[src/rtl/core/fpba_pkg.sv]
// fpba_pkg: shared types and codes for the fit policy block allocator.
// Used by fpba_ctrl and fit_policy_block_allocator_unit.
package fpba_pkg;

  // Input operation codes
  localparam logic OP_LOAD  = 1'b0;
  localparam logic OP_ALLOC = 1'b1;

  // Fit policy codes (the unused code behaves as first fit)
  localparam logic [1:0] FIT_FIRST = 2'd0;
  localparam logic [1:0] FIT_BEST  = 2'd1;
  localparam logic [1:0] FIT_WORST = 2'd2;

  // Configuration register indexes and widths
  localparam int unsigned CFG_DATA_W = 5;
  localparam logic CFG_FIT_MODE    = 1'b0;
  localparam logic CFG_BLOCK_COUNT = 1'b1;

  localparam logic [1:0] FIT_MODE_RESET    = FIT_FIRST;
  localparam logic [4:0] BLOCK_COUNT_RESET = 5'd16;

  // Live configuration
  typedef struct packed {
    logic [1:0] fit_mode;
    logic [4:0] block_count;
  } cfg_t;

  // One allocation result
  typedef struct packed {
    logic        allocated;
    logic [3:0]  chosen_block;
    logic [15:0] remaining_after;
    logic        batch_end;
  } result_t;

  // Sequencer states
  typedef enum logic [1:0] {
    ST_IDLE,
    ST_SCAN,
    ST_WRITE,
    ST_RESULT
  } state_t;

endpackage

[src/rtl/core/fpba_ram.sv]
// fpba_ram: generic single write port, single read port RAM with registered read.
// No dependencies.
module fpba_ram #(
  parameter int WIDTH = 16,
  parameter int DEPTH = 16
) (
  input  logic                                   clk,
  input  logic                                   we,
  input  logic [(DEPTH > 1 ? $clog2(DEPTH) : 1)-1:0] waddr,
  input  logic [WIDTH-1:0]                       wdata,
  input  logic                                   re,
  input  logic [(DEPTH > 1 ? $clog2(DEPTH) : 1)-1:0] raddr,
  output logic [WIDTH-1:0]                       rdata
);

  logic [WIDTH-1:0] mem [DEPTH];

  // Write port
  always_ff @(posedge clk) begin
    if (we) begin
      mem[waddr] <= wdata;
    end
  end

  // Registered read port
  always_ff @(posedge clk) begin
    if (re) begin
      rdata <= mem[raddr];
    end
  end

endmodule

[src/rtl/core/fpba_ctrl.sv]
// fpba_ctrl: request sequencer, table scan, fit selection and write-back.
// Depends on fpba_pkg; drives the ports of one fpba_ram instance.
module fpba_ctrl
  import fpba_pkg::*;
#(
  parameter int MAX_BLOCKS = 16,
  parameter int SIZE_WIDTH = 16,
  localparam int IDX_W = (MAX_BLOCKS > 1) ? $clog2(MAX_BLOCKS) : 1,
  localparam int CNT_W = $clog2(MAX_BLOCKS + 1)
) (
  input  logic                  clk,
  input  logic                  rst,
  input  cfg_t                  cfg,
  input  logic                  in_valid,
  input  logic                  op,
  input  logic [3:0]            load_index,
  input  logic [15:0]           request_size,
  input  logic                  last_in_batch,
  output logic                  busy,
  output logic                  ram_we,
  output logic [IDX_W-1:0]      ram_waddr,
  output logic [SIZE_WIDTH-1:0] ram_wdata,
  output logic                  ram_re,
  output logic [IDX_W-1:0]      ram_raddr,
  input  logic [SIZE_WIDTH-1:0] ram_rdata,
  output logic                  res_valid,
  output result_t               res,
  input  logic                  res_take
);

  state_t state, state_next;

  logic [MAX_BLOCKS-1:0] vld;
  logic [CNT_W-1:0]      issue_ptr;
  logic [CNT_W-1:0]      limit_q;
  logic                  chk_valid;
  logic [IDX_W-1:0]      chk_ptr;
  logic                  chk_vld;
  logic                  found;
  logic [IDX_W-1:0]      pick;
  logic [SIZE_WIDTH-1:0] best;
  logic [SIZE_WIDTH-1:0] req_q;
  logic                  last_q;

  // Input field resizing
  logic [SIZE_WIDTH+15:0] req_ext;
  logic [SIZE_WIDTH-1:0]  req_in;
  logic [IDX_W+3:0]       load_ext;
  logic [IDX_W-1:0]       load_addr;
  logic                   load_in_range;
  logic [CNT_W+4:0]       bc_ext;
  logic [CNT_W-1:0]       limit_in;

  assign req_ext       = {{SIZE_WIDTH{1'b0}}, request_size};
  assign req_in        = req_ext[SIZE_WIDTH-1:0];
  assign load_ext      = {{IDX_W{1'b0}}, load_index};
  assign load_addr     = load_ext[IDX_W-1:0];
  assign load_in_range = (32'(load_index) < MAX_BLOCKS);
  assign bc_ext        = {{CNT_W{1'b0}}, cfg.block_count};
  assign limit_in      = (32'(cfg.block_count) > MAX_BLOCKS) ? CNT_W'(MAX_BLOCKS)
                                                             : bc_ext[CNT_W-1:0];

  logic accept;
  assign accept = in_valid && (state == ST_IDLE);

  // Evaluation of the entry whose read data is back
  logic [SIZE_WIDTH-1:0] cur;
  logic                  fits;
  logic                  better;
  logic                  take;
  logic                  first_hit;
  logic                  last_chk;
  logic                  scan_done;
  logic                  issue_ok;

  assign cur       = chk_vld ? ram_rdata : '0;
  assign fits      = (cur >= req_q);
  assign better    = ((cfg.fit_mode == FIT_BEST) && (cur < best)) ||
                     ((cfg.fit_mode == FIT_WORST) && (cur > best));
  assign take      = chk_valid && fits && (!found || better);
  assign first_hit = chk_valid && fits && (cfg.fit_mode != FIT_BEST) &&
                     (cfg.fit_mode != FIT_WORST);
  assign last_chk  = ((CNT_W'(chk_ptr) + CNT_W'(1)) == limit_q);
  assign scan_done = chk_valid && (first_hit || last_chk);
  assign issue_ok  = (issue_ptr < limit_q) && !scan_done;

  // Remainder after the grant
  logic [SIZE_WIDTH-1:0]  new_val;
  logic [SIZE_WIDTH+15:0] new_ext;
  logic [IDX_W+3:0]       pick_ext;
  assign new_val  = best - req_q;
  assign new_ext  = {16'b0, new_val};
  assign pick_ext = {4'b0, pick};

  // Next state
  always_comb begin
    state_next = state;
    case (state)
      ST_IDLE: begin
        if (accept && (op == OP_ALLOC)) begin
          state_next = (limit_in == '0) ? ST_RESULT : ST_SCAN;
        end
      end
      ST_SCAN: begin
        if (scan_done) begin
          state_next = ST_WRITE;
        end
      end
      ST_WRITE:  state_next = ST_RESULT;
      ST_RESULT: begin
        if (res_take) begin
          state_next = ST_IDLE;
        end
      end
      default:   state_next = ST_IDLE;
    endcase
  end

  // Outputs: stall, RAM ports, result
  always_comb begin
    busy      = 1'b1;
    ram_we    = 1'b0;
    ram_waddr = pick;
    ram_wdata = new_val;
    ram_re    = 1'b0;
    ram_raddr = issue_ptr[IDX_W-1:0];
    res_valid = 1'b0;
    case (state)
      ST_IDLE: begin
        busy      = 1'b0;
        ram_we    = accept && (op == OP_LOAD) && load_in_range;
        ram_waddr = load_addr;
        ram_wdata = req_in;
      end
      ST_SCAN:   ram_re = issue_ok;
      ST_WRITE:  ram_we = found;
      ST_RESULT: res_valid = 1'b1;
      default: ;
    endcase
  end

  assign res.allocated       = found;
  assign res.chosen_block    = found ? pick_ext[3:0] : 4'd0;
  assign res.remaining_after = found ? new_ext[15:0] : 16'd0;
  assign res.batch_end       = last_q;

  // State and entry valid bits; an entry never written reads as zero
  always_ff @(posedge clk) begin
    if (rst) begin
      state     <= ST_IDLE;
      vld       <= '0;
      chk_valid <= 1'b0;
    end else begin
      state     <= state_next;
      chk_valid <= (state == ST_SCAN) && issue_ok;
      if (ram_we) begin
        vld[ram_waddr] <= 1'b1;
      end
    end
  end

  // Scan pointers and running choice
  always_ff @(posedge clk) begin
    if (accept && (op == OP_ALLOC)) begin
      issue_ptr <= '0;
      limit_q   <= limit_in;
      req_q     <= req_in;
      last_q    <= last_in_batch;
      found     <= 1'b0;
      pick      <= '0;
      best      <= '0;
    end else if (state == ST_SCAN) begin
      if (issue_ok) begin
        issue_ptr <= issue_ptr + CNT_W'(1);
      end
      if (take) begin
        found <= 1'b1;
        pick  <= chk_ptr;
        best  <= cur;
      end
    end
    chk_ptr <= issue_ptr[IDX_W-1:0];
    chk_vld <= vld[issue_ptr[IDX_W-1:0]];
  end

  // A granted entry always covers the request
  a_best_covers: assert property (@(posedge clk) disable iff (rst)
    (state != ST_IDLE && found) |-> (best >= req_q))
    else $error("chosen entry smaller than request");

  // Write-back happens exactly when a block was granted
  a_write_on_grant: assert property (@(posedge clk) disable iff (rst)
    (state == ST_WRITE) |-> (ram_we == found))
    else $error("write-back does not match grant");

  // Entries under check lie inside the scanned range
  a_chk_in_range: assert property (@(posedge clk) disable iff (rst)
    chk_valid |-> (CNT_W'(chk_ptr) < limit_q))
    else $error("scan checked an entry beyond the limit");

  // A delivered result frees the sequencer
  a_result_release: assert property (@(posedge clk) disable iff (rst)
    (state == ST_RESULT && res_take) |=> (state == ST_IDLE))
    else $error("sequencer stuck after result");

endmodule

[src/rtl/core/fit_policy_block_allocator_unit.sv]
// fit_policy_block_allocator_unit: top level; configuration registers, result register.
// Depends on fpba_pkg, fpba_ctrl and fpba_ram.
//
//  channel  signals                                          width   dir
//  in       in_valid/in_stall, op, load_index,               1/4/16/1 in
//           request_size, last_in_batch
//  out      out_valid/out_stall, allocated, chosen_block,    1/4/16/1 out
//           remaining_after, batch_end
//  cfg      cfg_write, cfg_index, cfg_data                   1/1/5   in
//
// A load request gives no result. An allocate request scans min(block_count,
// MAX_BLOCKS) table entries (fewer when first fit hits early, none when block_count
// is zero), with one table RAM read per cycle. Reset clears the table through
// per-entry valid bits, with no clearing pass. A stalled result sits in the
// output register while the next request is accepted.
module fit_policy_block_allocator_unit
  import fpba_pkg::*;
#(
  parameter int MAX_BLOCKS = 16,
  parameter int SIZE_WIDTH = 16
) (
  input  logic                  clk,
  input  logic                  rst,
  input  logic                  in_valid,
  output logic                  in_stall,
  input  logic                  op,
  input  logic [3:0]            load_index,
  input  logic [15:0]           request_size,
  input  logic                  last_in_batch,
  output logic                  out_valid,
  input  logic                  out_stall,
  output logic                  allocated,
  output logic [3:0]            chosen_block,
  output logic [15:0]           remaining_after,
  output logic                  batch_end,
  input  logic                  cfg_write,
  input  logic                  cfg_index,
  input  logic [CFG_DATA_W-1:0] cfg_data
);

  localparam int IDX_W = (MAX_BLOCKS > 1) ? $clog2(MAX_BLOCKS) : 1;

  cfg_t    cfg;
  logic    busy;
  logic    res_valid;
  logic    res_take;
  result_t res;
  result_t out_q;

  logic                  ram_we;
  logic [IDX_W-1:0]      ram_waddr;
  logic [SIZE_WIDTH-1:0] ram_wdata;
  logic                  ram_re;
  logic [IDX_W-1:0]      ram_raddr;
  logic [SIZE_WIDTH-1:0] ram_rdata;

  // Configuration registers
  always_ff @(posedge clk) begin
    if (rst) begin
      cfg.fit_mode    <= FIT_MODE_RESET;
      cfg.block_count <= BLOCK_COUNT_RESET;
    end else if (cfg_write) begin
      case (cfg_index)
        CFG_FIT_MODE:    cfg.fit_mode    <= cfg_data[1:0];
        CFG_BLOCK_COUNT: cfg.block_count <= cfg_data;
        default: ;
      endcase
    end
  end

  assign in_stall = busy;

  fpba_ctrl #(
    .MAX_BLOCKS (MAX_BLOCKS),
    .SIZE_WIDTH (SIZE_WIDTH)
  ) u_ctrl (
    .clk           (clk),
    .rst           (rst),
    .cfg           (cfg),
    .in_valid      (in_valid),
    .op            (op),
    .load_index    (load_index),
    .request_size  (request_size),
    .last_in_batch (last_in_batch),
    .busy          (busy),
    .ram_we        (ram_we),
    .ram_waddr     (ram_waddr),
    .ram_wdata     (ram_wdata),
    .ram_re        (ram_re),
    .ram_raddr     (ram_raddr),
    .ram_rdata     (ram_rdata),
    .res_valid     (res_valid),
    .res           (res),
    .res_take      (res_take)
  );

  fpba_ram #(
    .WIDTH (SIZE_WIDTH),
    .DEPTH (MAX_BLOCKS)
  ) u_table (
    .clk   (clk),
    .we    (ram_we),
    .waddr (ram_waddr),
    .wdata (ram_wdata),
    .re    (ram_re),
    .raddr (ram_raddr),
    .rdata (ram_rdata)
  );

  // Output register: loads when empty or being drained
  assign res_take = !out_valid || !out_stall;

  always_ff @(posedge clk) begin
    if (rst) begin
      out_valid <= 1'b0;
    end else if (res_valid && res_take) begin
      out_valid <= 1'b1;
    end else if (!out_stall) begin
      out_valid <= 1'b0;
    end
  end

  always_ff @(posedge clk) begin
    if (res_valid && res_take) begin
      out_q <= res;
    end
  end

  assign allocated       = out_q.allocated;
  assign chosen_block    = out_q.chosen_block;
  assign remaining_after = out_q.remaining_after;
  assign batch_end       = out_q.batch_end;

  // A result handed over is presented next cycle
  a_result_presented: assert property (@(posedge clk) disable iff (rst)
    (res_valid && res_take) |=> out_valid)
    else $error("result lost at output register");

  // No new request is taken while a result is pending in the sequencer
  a_no_accept_pending: assert property (@(posedge clk) disable iff (rst)
    res_valid |-> in_stall)
    else $error("request accepted while result pending");

  // Not-allocated results carry zero index and remainder
  a_zero_on_miss: assert property (@(posedge clk) disable iff (rst)
    (out_valid && !allocated) |-> (chosen_block == 4'd0 && remaining_after == 16'd0))
    else $error("non-zero fields on a miss");

endmodule

[config.mk]
export PLATFORM = sky130hd
export DESIGN_NAME = fit_policy_block_allocator_unit
export DESIGN_NICKNAME = d
export VERILOG_FILES = /design/src/rtl/core/fpba_pkg.sv /design/src/rtl/core/fpba_ram.sv /design/src/rtl/core/fpba_ctrl.sv /design/src/rtl/core/fit_policy_block_allocator_unit.sv
export SDC_FILE = /design/constraint.sdc
export NUM_CORES = 1
export LEC_CHECK = 0
export BUFFER_PORTS_ARGS = -buffer_cell sky130_fd_sc_hd__buf_2
export CORE_ASPECT_RATIO = 1.25
export CORE_MARGIN = 1
export CORE_UTILIZATION = 36
export CTS_CLUSTER_DIAMETER = 120
export DETAILED_ROUTE_END_ITERATION = 8
export MAX_ROUTING_LAYER = met4
export SYNTH_ARGS = -nofsm -noshare
export SYNTH_HDL_FRONTEND = slang
export SYNTH_SLANG_ARGS = --single-unit
export TNS_END_PERCENT = 50
[constraint.sdc]
create_clock -name clk -period 3.8 [get_ports clk]
set_clock_uncertainty 0.15 [all_clocks]
set_input_delay 0.38 -clock clk [delete_from_list [all_inputs] [get_ports clk]]
set_output_delay 0.38 -clock clk [all_outputs]
set_load 0.02 [all_outputs]
Word-level counts from Yosys, hierarchy flattened
Memories as Yosys holds them, arrays and structs flattened. A register that Yosys moved wholly into a read port is not among the register bits.
Cells that the tools add are included.
Storage, ports and cells
  bits in registers: 102
  bits in latches: 0
  bits in writable memories: 256
  bits in read-only memories: 0
  input port bits: 33
  output and inout bits: 24
  logic and storage cells: 96
  memories: 1
Memory list
  u_table.mem: depth 16, width 16, read ports 1, clocked after memory_dff 1, wr ports 1, line fpba_ram.sv:16  | logic [WIDTH-1:0] mem [DEPTH];
Operators by class
  add/sub/neg operators: 3
  multipliers: 0
  divide/modulo/power cells: 0
  $lt $le $gt $ge: 8
  eq/ne operators: 12
  shift operators: 0
  muxes and demuxes: 21
  bitwise logic cells: 3
  reduce and logical (&&, ||, !) cells: 29
Operator list (number)
  16-bit two-way mux: 2
  16-bit >= comparator: 1
  16-bit greater-than comparator: 1
  16-bit < comparator: 1
  16-bit OR: 1
  16-bit subtractor: 1
  1-bit logical AND: 14
  4-bit by 5-bit < comparator with 1-bit output (second input constant): 2
  1-bit two-way mux: 9
  2-bit two-way mux: 4
  2-bit case mux with 4 select lines: 1
  2-bit AND reduction: 4
  2-bit equality test (second input constant): 3
  2-bit by 1-bit inequality test with 1-bit output (second input constant): 3
  2-bit inequality test (second input constant): 3
  4-bit by 1-bit adder with 5-bit output (second input constant): 1
  5-bit by 1-bit adder with 5-bit output (second input constant): 1
  5-bit equality test: 1
  5-bit greater-than comparator (second input constant): 1
  5-bit logical NOT: 1
  5-bit < comparator: 1
  5-bit two-way mux: 1
  1-bit binary-select mux with 4-bit select: 1
  1-bit demux with 4-bit select: 1
  9 further kinds: 17

Depth between registers and ports, before layout
Gate-level depths: netlist of the first run.
  depth in word-level cells: 10
  depth in mapped cells: 11
  mapped depth without buffers: 10

Modules after synthesis
From an unflattened synthesis of the first run, not the netlist that was laid out.
Second synthesis, totals
  cells, all modules: 1062
  area, all modules: 16109.2 um2
Modules (own cells, without submodules)
  fpba_ram: times used 1, cells an instance 432, area an instance 10203.5 um2, seq. area each 8167.8 um2
  fpba_ctrl: times used 1, cells an instance 574, area an instance 4912.2 um2, seq. area each 1661.6 um2
  fit_policy_block_allocator_unit: times used 1, cells an instance 56, area an instance 993.5 um2, seq. area each 820.8 um2

Worst setup path after synthesis of the first run
OpenSTA, ideal clock, no wires.
  path kind: flip-flop to flip-flop
  from: register u_ctrl.chk_vld
  to: register u_table.rdata[0], read port of u_table.mem (enable)
  setup time: 0.391 ns
  arrival time: 2.796 ns
  required time: 3.259 ns
  setup slack: 0.463 ns
  cell stages (with the launch flop): 10
  buffers on the path: 1
  clock period less this slack: 3.337 ns
  cells stage by stage: dfxtp_1 clkbuf_1 nand2_1 ha_1 or2b_1 a221o_1 a221oi_2 o21a_2 a21oi_4 nor2_1
Between the ends
  longest elaborated chain between the ends: 10
Ends and longest elaborated chain
  from (decl): line fpba_ctrl.sv:38  | logic chk_vld;
  from (signal assigned): line fpba_ctrl.sv:183  | chk_vld <= vld[issue_ptr[IDX_W-1:0]];
  16-bit two-way mux: line fpba_ctrl.sv:76  | assign cur = chk_vld ? ram_rdata : '0;
  16-bit >= comparator: line fpba_ctrl.sv:77  | assign fits = (cur >= req_q);
  1-bit logical AND (3 in series): line fpba_ctrl.sv:81  | assign first_hit = chk_valid && fits && (cfg.fit_mode != FIT_BEST) &&
  1-bit logical OR: line fpba_ctrl.sv:84  | assign scan_done = chk_valid && (first_hit || last_chk);
  1-bit logical AND: line fpba_ctrl.sv:84
  1-bit logical NOT: line fpba_ctrl.sv:85  | assign issue_ok = (issue_ptr < limit_q) && !scan_done;
  1-bit logical AND: line fpba_ctrl.sv:85
  1-bit two-way mux: line fpba_ctrl.sv:128  | case (state)
  net ram_re: line fit_policy_block_allocator_unit.sv:53  | logic ram_re;
  to (decl): line fpba_ram.sv:13  | output logic [WIDTH-1:0] rdata
The timed path passes the listed nets, and every way through them passes these cells.
A chain may end at the register's enable or synchronous reset.

Worst setup path in the final report of the first run
  from: register u_ctrl.chk_vld
  to: register u_ctrl.best[11]
Between the ends
  longest elaborated chain between the ends: 7
  elaborated cells on any way between the ends: 11
  classes of those cells: order compare: 3; mux: 1; reduce/logical: 7
Ends and longest elaborated chain
  16-bit two-way mux (*): line fpba_ctrl.sv:76
  net u_ctrl.cur[11]: line fpba_ctrl.sv:67  | logic [SIZE_WIDTH-1:0] cur;
  16-bit < comparator or 16-bit greater-than comparator (tied branches): line fpba_ctrl.sv:78, fpba_ctrl.sv:79
  1-bit logical AND, on equally long branches: line fpba_ctrl.sv:78, fpba_ctrl.sv:79
  1-bit logical OR: line fpba_ctrl.sv:78  | assign better = ((cfg.fit_mode == FIT_BEST) && (cur < best)) ||
  1-bit logical OR: line fpba_ctrl.sv:80  | assign take = chk_valid && fits && (!found || better);
  1-bit logical AND: line fpba_ctrl.sv:80
  2-bit AND reduction (no source line)
  to (signal assigned): line fpba_ctrl.sv:179  | best <= cur;
  to (decl): line fpba_ctrl.sv:41  | logic [SIZE_WIDTH-1:0] best;
Mark *: on every way through the listed nets, which the timed path passes. The rest lies on a longest branch.

==> results.cfg, run 1 <==
[floorplan]
rows = 86
ios = 57
core_region_area_sq_um = 44100
start_util_pct = 36.5
die_w_um = 191
die_y_um = 238
dieArea_sq_um = 45500

[timing]
finalSetupTns_ps = 0
drv_slew = 0
tightest_slew_ps = 695
hold_viol = 0
finalSetupViolCount = 0
fin_crit_ps = 3490
rsz0062_at_grt = no
finalCritPeriodShare_pct = 91.8
slew_headroom_pct = 53.7
fmax_mhz = 287

[clocking]
cts_max_path_buffers = 3
clkLatencyLatePin_ps = 540
cts-htree-levels = 2
post_cts_buffers = 0
cts_num_sinks = 374
cts_tree = yes
clk_pin_slew_ps = 60
cts_buffers = 37
cts_root_buf = clkbuf_16

[synth]
yosys.area.top_type = edfxtp_1
synth_flop_cell = edfxtp_1
yosysTopAreaCellShare_pct = 59.0
yosys-top-cells-count = edfxtp_1, nand2_1, mux4_2
avgSynthCellArea_sq_um = 15.8
syn_nets = 1105
seq_area_frac_synth_pct = 66.2
async_flop_share_pct = 0
synth_edf_count = 316
ys_top_cells_by_area = edfxtp_1, mux4_2, dfxtp_1
synth_cells = 1016
syn_area_sq_um = 16100
post-synth-top-count-cell = edfxtp_1
ys_ff_latch = 374
synthDistinctLibCells = 65
ys.warnings.count = 0

[critical_path]
critPathMaxFanout = 17
cp_slowest_stage_delay_ps = 640
critical_path_class = reg -> reg
cpMostUsedCell = mux2i_1
slowest_stage = dfxtp_1
path_cells = and2_2 > ha_1 > nand4_1 > nor4_1 > o221ai_1 > o211ai_1 > mux2i_1 > o21ai_2 > buf_12 > mux2i_1
critPathCaptureType = flop
worstPathArrival_ps = 3790
cp_data_required_time_ps = 4100
critPathLaunchType = flop

[finish]
fillCellCount = 3964
synthToLayoutAreaGrowth_pct = 16.8
stdcell_area_sq_um = 18800
nets = 1236
layout-drive-gt1-share_pct = 24.4

[power]
power_frac_comb_pct = 21.5
p_clk_share_pct = 32.4
power.density_nw_per_um2 = 606
switching_power_uw = 3110
power_frac_seq_pct = 46.2
leakagePower_uw = 0.00663
p_total_uw = 11400
switching_share_pct = 27.3
peakVddDrop_v = 0.000367
internal-power_uw = 8280

[global_routing]
grt_pass1_vias = 9165
antenna_found_initial = 0
grt_first_pass_wirelength_mm = 55.3
grt_remaining_overflow = 0
grt_use_total_pct = 16.9
grt_max_degree = 60

[detailed_routing]
drt-total-wl_mm = 36.6
drc = 0
routed-via-count = 9016
firstDrtPassIters = 5
drtAntennaViolNets = 0
via_per_inst = 5.16
wl_per_cell_um = 20.9
dr.first_iter.drc_count = 631

[run]
cap_violations = 0

[place]
place_area_sq_um = 17300
gp_congestion = 0.886
dpl.hpwl_mm = 23.7
numPortBuffers = 56

[hold_path]
hold_path.class = in -> reg

[status]
run_status = finished, final reports clean
[per-stage QoR]
step	utilization (%)	hold WS, ps	instances	setup WS [ps]
6_report	42.6	28.7	1747	313
3_3_place_gp	39.3	267	1657	220
3_5_place_dp	39.3	264	1657	74.1
2_1_floorplan	-	204	1016	463
4_1_cts	42.6	3.79	1746	35.6
5_1_grt	42.6	40.6	1746	151
[sequential cells by signal, summed over array words and instances, names as in the netlist, 4 cells and up]
signal and count:
u_table.rdata 16, chosen_block 4, cfg 7, u_ctrl.issue_ptr 5
u_table.mem 256, u_ctrl.chk_ptr 4, u_ctrl.req_q 16, u_ctrl.vld 16
u_ctrl.best 16, remaining_after 16, u_ctrl.limit_q 5, u_ctrl.pick 4
[cells by family (layout without fill, tap and decap cells)]
family	Yosys count	in the layout	share of synthesized area, %
XOR/XNOR	16	16	0.871
flip-flops	374	374	66.2
buffers and inverters	87	245	2.48
adder cells (fa/ha/maj)	56	56	4.40
AO/OA/AOI/OAI	122	122	5.10
multiplexers	115	115	13.8
other	0	1	0
AND/OR/NAND/NOR	246	246	7.14
[cell type report]
| type | instances | area [sq um] | share of cell area, % |
|---|---|---|---|
| Antenna cell | 1 | 2.50 | 0.0133 |
| Clock buffer | 42 | 945 | 5.03 |
| Clock inverter | 24 | 263 | 1.40 |
| Inverter | 49 | 184 | 0.979 |
| Multi-Input combinational cell | 555 | 5080 | 27.0 |
| Sequential cell | 374 | 10700 | 56.7 |
| Tap cell | 572 | 716 | 3.81 |
| Timing Repair Buffer | 130 | 943 | 5.02 |
[critical path, delay by kind of cell, from the launching register on]
kind            cells  cell delay, ps
compound gates      3             940
fa+ha+maj           1             180
buf+inv             1             240
flops               1             640
mux                 2             320
simple gates        3             920
[layer usage]
metal	routed length, um	share of wire [%]	GRT usage, %
met2	19300	53	29.7
met1	15200	42	20.2
met3	1240	3.4	1.97
met5	0	0	-
met4	788	2.2	5.19
[placed cells by master, fill, tap and decap left out, types with 5 or more instances in the layout]
| cell | Yosys | final |
|---|---|---|
| clkinv_1 | 1 | 8 |
| dlygate4sd3_1 | 0 | 23 |
| xor2_1 | 8 | 8 |
| nor2b_1 | 11 | 10 |
| nor2_2 | 0 | 13 |
| nor3_1 | 7 | 7 |
| buf_4 | 0 | 47 |
| mux2i_1 | 28 | 28 |
| clkbuf_16 | 0 | 37 |
| buf_2 | 8 | 56 |
| and2_2 | 6 | 6 |
| nand4_1 | 7 | 7 |
| o31ai_1 | 7 | 7 |
| a21oi_1 | 36 | 35 |
| mux4_2 | 85 | 85 |
| a21o_1 | 8 | 8 |
| nand2_1 | 86 | 86 |
| ha_1 | 55 | 55 |
| nor2_1 | 71 | 58 |
| and2_1 | 11 | 11 |
| bufinv_16 | 0 | 5 |
| inv_1 | 48 | 48 |
| clkbuf_1 | 23 | 5 |
| o21a_1 | 5 | 5 |
| nand2b_1 | 7 | 7 |
| and3_1 | 7 | 7 |
| a31oi_1 | 5 | 5 |
| nand3_1 | 16 | 16 |
| o21ai_0 | 25 | 24 |
| xnor2_1 | 8 | 8 |
| edfxtp_1 | 316 | 316 |
| dfxtp_1 | 58 | 56 |
[timing repair]
| action | 4_1_cts | 5_1_grt |
|---|---|---|
| resized for setup | 0 | 1 |
| endpoints found under the hold margin | 24 | 0 |
| endpoints found under the setup margin | 0 | 16 |
| hold buffers | 23 | 0 |
[worst paths after layout]
kind | cells past startpoint | end | from | slack [ps]
setup / recovery | 10 | u_ctrl.best[11]$_SDFFE_PP0P_ | u_ctrl.chk_vld$_DFF_P_ | 310
hold / removal | 3 | cfg[2]$_SDFFE_PP0P_ | cfg_index | 30
setup reg to reg | 10 | u_ctrl.best[11]$_SDFFE_PP0P_ | u_ctrl.chk_vld$_DFF_P_ | 310
hold reg to reg | 0 | batch_end$_DFFE_PP_ | u_ctrl.last_q$_DFFE_PP_ | 280
[power groups by stage]
stage	sequential, uW	combinational, uW	clock, uW
after floorplan	5230	1700	0
after global placement	5340	2410	0
after detailed placement	5350	2450	0
after CTS	5260	2480	3780
after global routing	5280	2660	3910
final	5250	2440	3690
Note: power is estimated with default switching activity, not from simulation.
==> inputs of run 2 (changes only) <==
- CORE_ASPECT_RATIO: 1.25 -> 1.4
- SLEW_MARGIN: unset -> 30
- SYNTH_HIERARCHICAL: unset -> 1
==> run 2 against run 1 <==
Against the previous run:
- non-clock buffer count fell by 10
- synthesized area rose by 0.16%
- fmax rose by 5.9%
- sequential share of layout area rose by 0.45 points
- die area rose by 0.18%
- wire length rose by 1.7%
- design area fell by 0.82%
- worst hold slack got worse by 9.7 ps
- critical path type unchanged
- largest cell class unchanged
- largest power group unchanged
- highest routed layer unchanged
==> results.cfg, run 2 <==
[finish]
largest_reg_flops = 256
synthToLayoutAreaGrowth_pct = 15.7
antennaDiodeCount = 0
nets = 1263
fin_util_pct = 42.3
stdcell_area_sq_um = 18600
final_common_cell = edfxtp_1
layout-drive-gt1-share_pct = 20.2
final-instance-count-excl-fill = 1761
layout_common_cells = edfxtp_1, a21oi_1, mux4_2, dfxtp_1, buf_2
top_register = u_table/mem

[critical_path]
worstPathArrival_ps = 3410
rr_startpoint = u_ctrl/best[0]$_SDFFE_PP0P_
r2r_slack_ps = 510
slowest_stage = a2111oi_0
critPathMaxFanout = 16
path_cells = inv_1 > ha_1 > inv_1 > fa_1 > a21o_1 > a21oi_1 > o21bai_1 > a2111oi_0 > nor3_1 > xnor2_1 > o21ai_0 > buf_4
ff2ff_path_depth = 12
critical_path_class = reg -> reg
critPathCaptureType = flop
worstSetupEndpoint = u_table/mem[15][8]$_DFFE_PP_
critPathLaunchType = flop
cpMostUsedCell = inv_1
cp.depth = 12
crit_buf_inv = 3
cp_data_required_time_ps = 3920
cpLargestDelayFamily = compound AO/OA/AOI/OAI gates
worstReg2RegEnd = u_table/mem[15][8]$_DFFE_PP_
cp_slowest_stage_delay_ps = 440
startpoint = u_ctrl/best[0]$_SDFFE_PP0P_

[place]
gp_congestion = 0.833
place_area_sq_um = 17200
numPortBuffers = 56
dp.cells = 1670
dpl.hpwl_mm = 23.9

[status]
run_status = finished, final reports clean

[floorplan]
dieArea_sq_um = 45600
core_region_area_sq_um = 44100
die_y_um = 252
die_w_um = 181
rows = 91
start_util_pct = 36.6
ios = 57

[detailed_routing]
drc = 0
firstDrtPassIters = 7
m1WireLength_mm = 15.6
routed.top_layer = met4
wl_met3_mm = 1.36
drtAntennaViolNets = 0
wl_met2_mm = 19.4
drt-total-wl_mm = 37.2
wl_per_cell_um = 21.1
dr.first_iter.drc_count = 750
via_per_inst = 5.36
routed-via-count = 9447

[global_routing]
antenna_found_initial = 1
grt_use_total_pct = 17.1
grt_first_pass_wirelength_mm = 57.0
grt_remaining_overflow = 0
grt_max_degree = 34
grt_pass1_vias = 9556

[synth]
async_flop_share_pct = 0
yosys-top-cells-count = edfxtp_1, nor2_1, a21oi_1
yosysTopAreaCellShare_pct = 58.9
ys_ff_latch = 374
synth_edf_count = 316
yosys.area.top_type = edfxtp_1
synth_cells = 1062
synth_flop_cell = edfxtp_1
synthDistinctLibCells = 63
avgSynthCellArea_sq_um = 15.2
syn_area_sq_um = 16100
ys.warnings.count = 6
seq_area_frac_synth_pct = 66.1
syn_nets = 1151
ys_top_cells_by_area = edfxtp_1, mux4_2, dfxtp_1
post-synth-top-count-cell = edfxtp_1

[timing]
drv_slew = 0
whs_ps = 19.0
rsz0062_at_grt = no
finalSetupTns_ps = 0
hold_viol = 0
finalCritPeriodShare_pct = 86.7
finalSetupViolCount = 0
tightest_slew_ps = 981
fin_crit_ps = 3290
slew_headroom_pct = 34.6
fmax_mhz = 304

[clocking]
cts_buffers = 38
cts_root_buf = clkbuf_16
cts_resized = 0
cts_num_sinks = 374
clk_pin_slew_ps = 60
clkLatencyLatePin_ps = 540
cts_tree = yes
cts_max_path_buffers = 3
cts-htree-levels = 2

[power]
switching_power_uw = 3220
leakagePower_uw = 0.00657
switching_share_pct = 28.3
peakVddDrop_v = 0.000310
internal-power_uw = 8170
p_clk_share_pct = 31.3
power_frac_comb_pct = 22.2
power_frac_seq_pct = 46.5
power.density_nw_per_um2 = 612

[hold_path]
hold_path.class = in -> reg

[run]
cap_violations = 0
[run 2: changes by cell type after synthesis, sizes merged, moves of 17 or more]
cell and change:
nand2 -40, a22oi +31, a21oi +23, nand3 +20, mux2i -17, o21ai +17
[run 2: area by class of cell]
type / instances / area (sq um)
Inverter: 52 / 195
Sequential cell: 374 / 10700
Fill cell: 3919 / 25400
Clock buffer: 47 / 1060
Multi-Input combinational cell: 588 / 5070
Timing Repair Buffer: 120 / 828
Tap cell: 558 / 698
Clock inverter: 22 / 131
[run 2: layer usage]
metal	track usage, %	vias to the layer above
li1	-	4332
met1	20.7	4844
met2	29.7	212
met3	2.31	59
met4	5.23	0
met5	-	-
[run 2: power by group through the flow]
stage          clock network, uW  registers, uW  logic (uW)
2_1_floorplan                  0           5350        1700
3_3_place_gp                   0           5380        2470
3_5_place_dp                   0           5390        2520
4_1_cts                     3660           5310        2550
5_1_grt                     3820           5330        2750
6_report                    3570           5300        2530
[run 2: repair_timing]
action | 4_1_cts | 5_1_grt
setup buffers | 0 | 0
hold endpoints to repair | 23 | 0
hold buffers | 22 | 0
[run 2: worst min path at each step]
stage                                           startpoint                        end  slack (ps)  depth (start not counted)
after floorplan           u_ctrl/issue_ptr[0]$_SDFFE_PP0P_  u_ctrl/chk_ptr[0]$_DFF_P_         220                          0
after global placement             u_ctrl/last_q$_DFFE_PP_        batch_end$_DFFE_PP_         250                          0
after detailed placement           u_ctrl/last_q$_DFFE_PP_        batch_end$_DFFE_PP_         270                          0
after CTS                                      cfg_data[0]        cfg[5]$_SDFFE_PP0P_           3                          3
after global routing                           cfg_data[0]        cfg[5]$_SDFFE_PP0P_          20                          3
final                                          cfg_data[0]        cfg[5]$_SDFFE_PP0P_          20                          3
[run 2: kinds of logic after synthesis]
family,synth area share [%]
simple gates,7.39
buf+inv,2.78
compound gates,7.37
mux,10.9
fa+ha+maj,4.46
flops,66.1
xor+xnor,0.979
[run 2: tightest hold or removal path, cell delays in order]
cell,delay [ps]
buf_2,100
nand2b_1,90
mux2i_1,70
[run 2: stage by stage]
step / worst slack (ps) / power, uW
6_report: 507 / 11400
5_1_grt: 321 / 11900
4_1_cts: 530 / 11500
3_5_place_dp: 556 / 7920
3_3_place_gp: 584 / 7860
2_1_floorplan: 349 / 7050
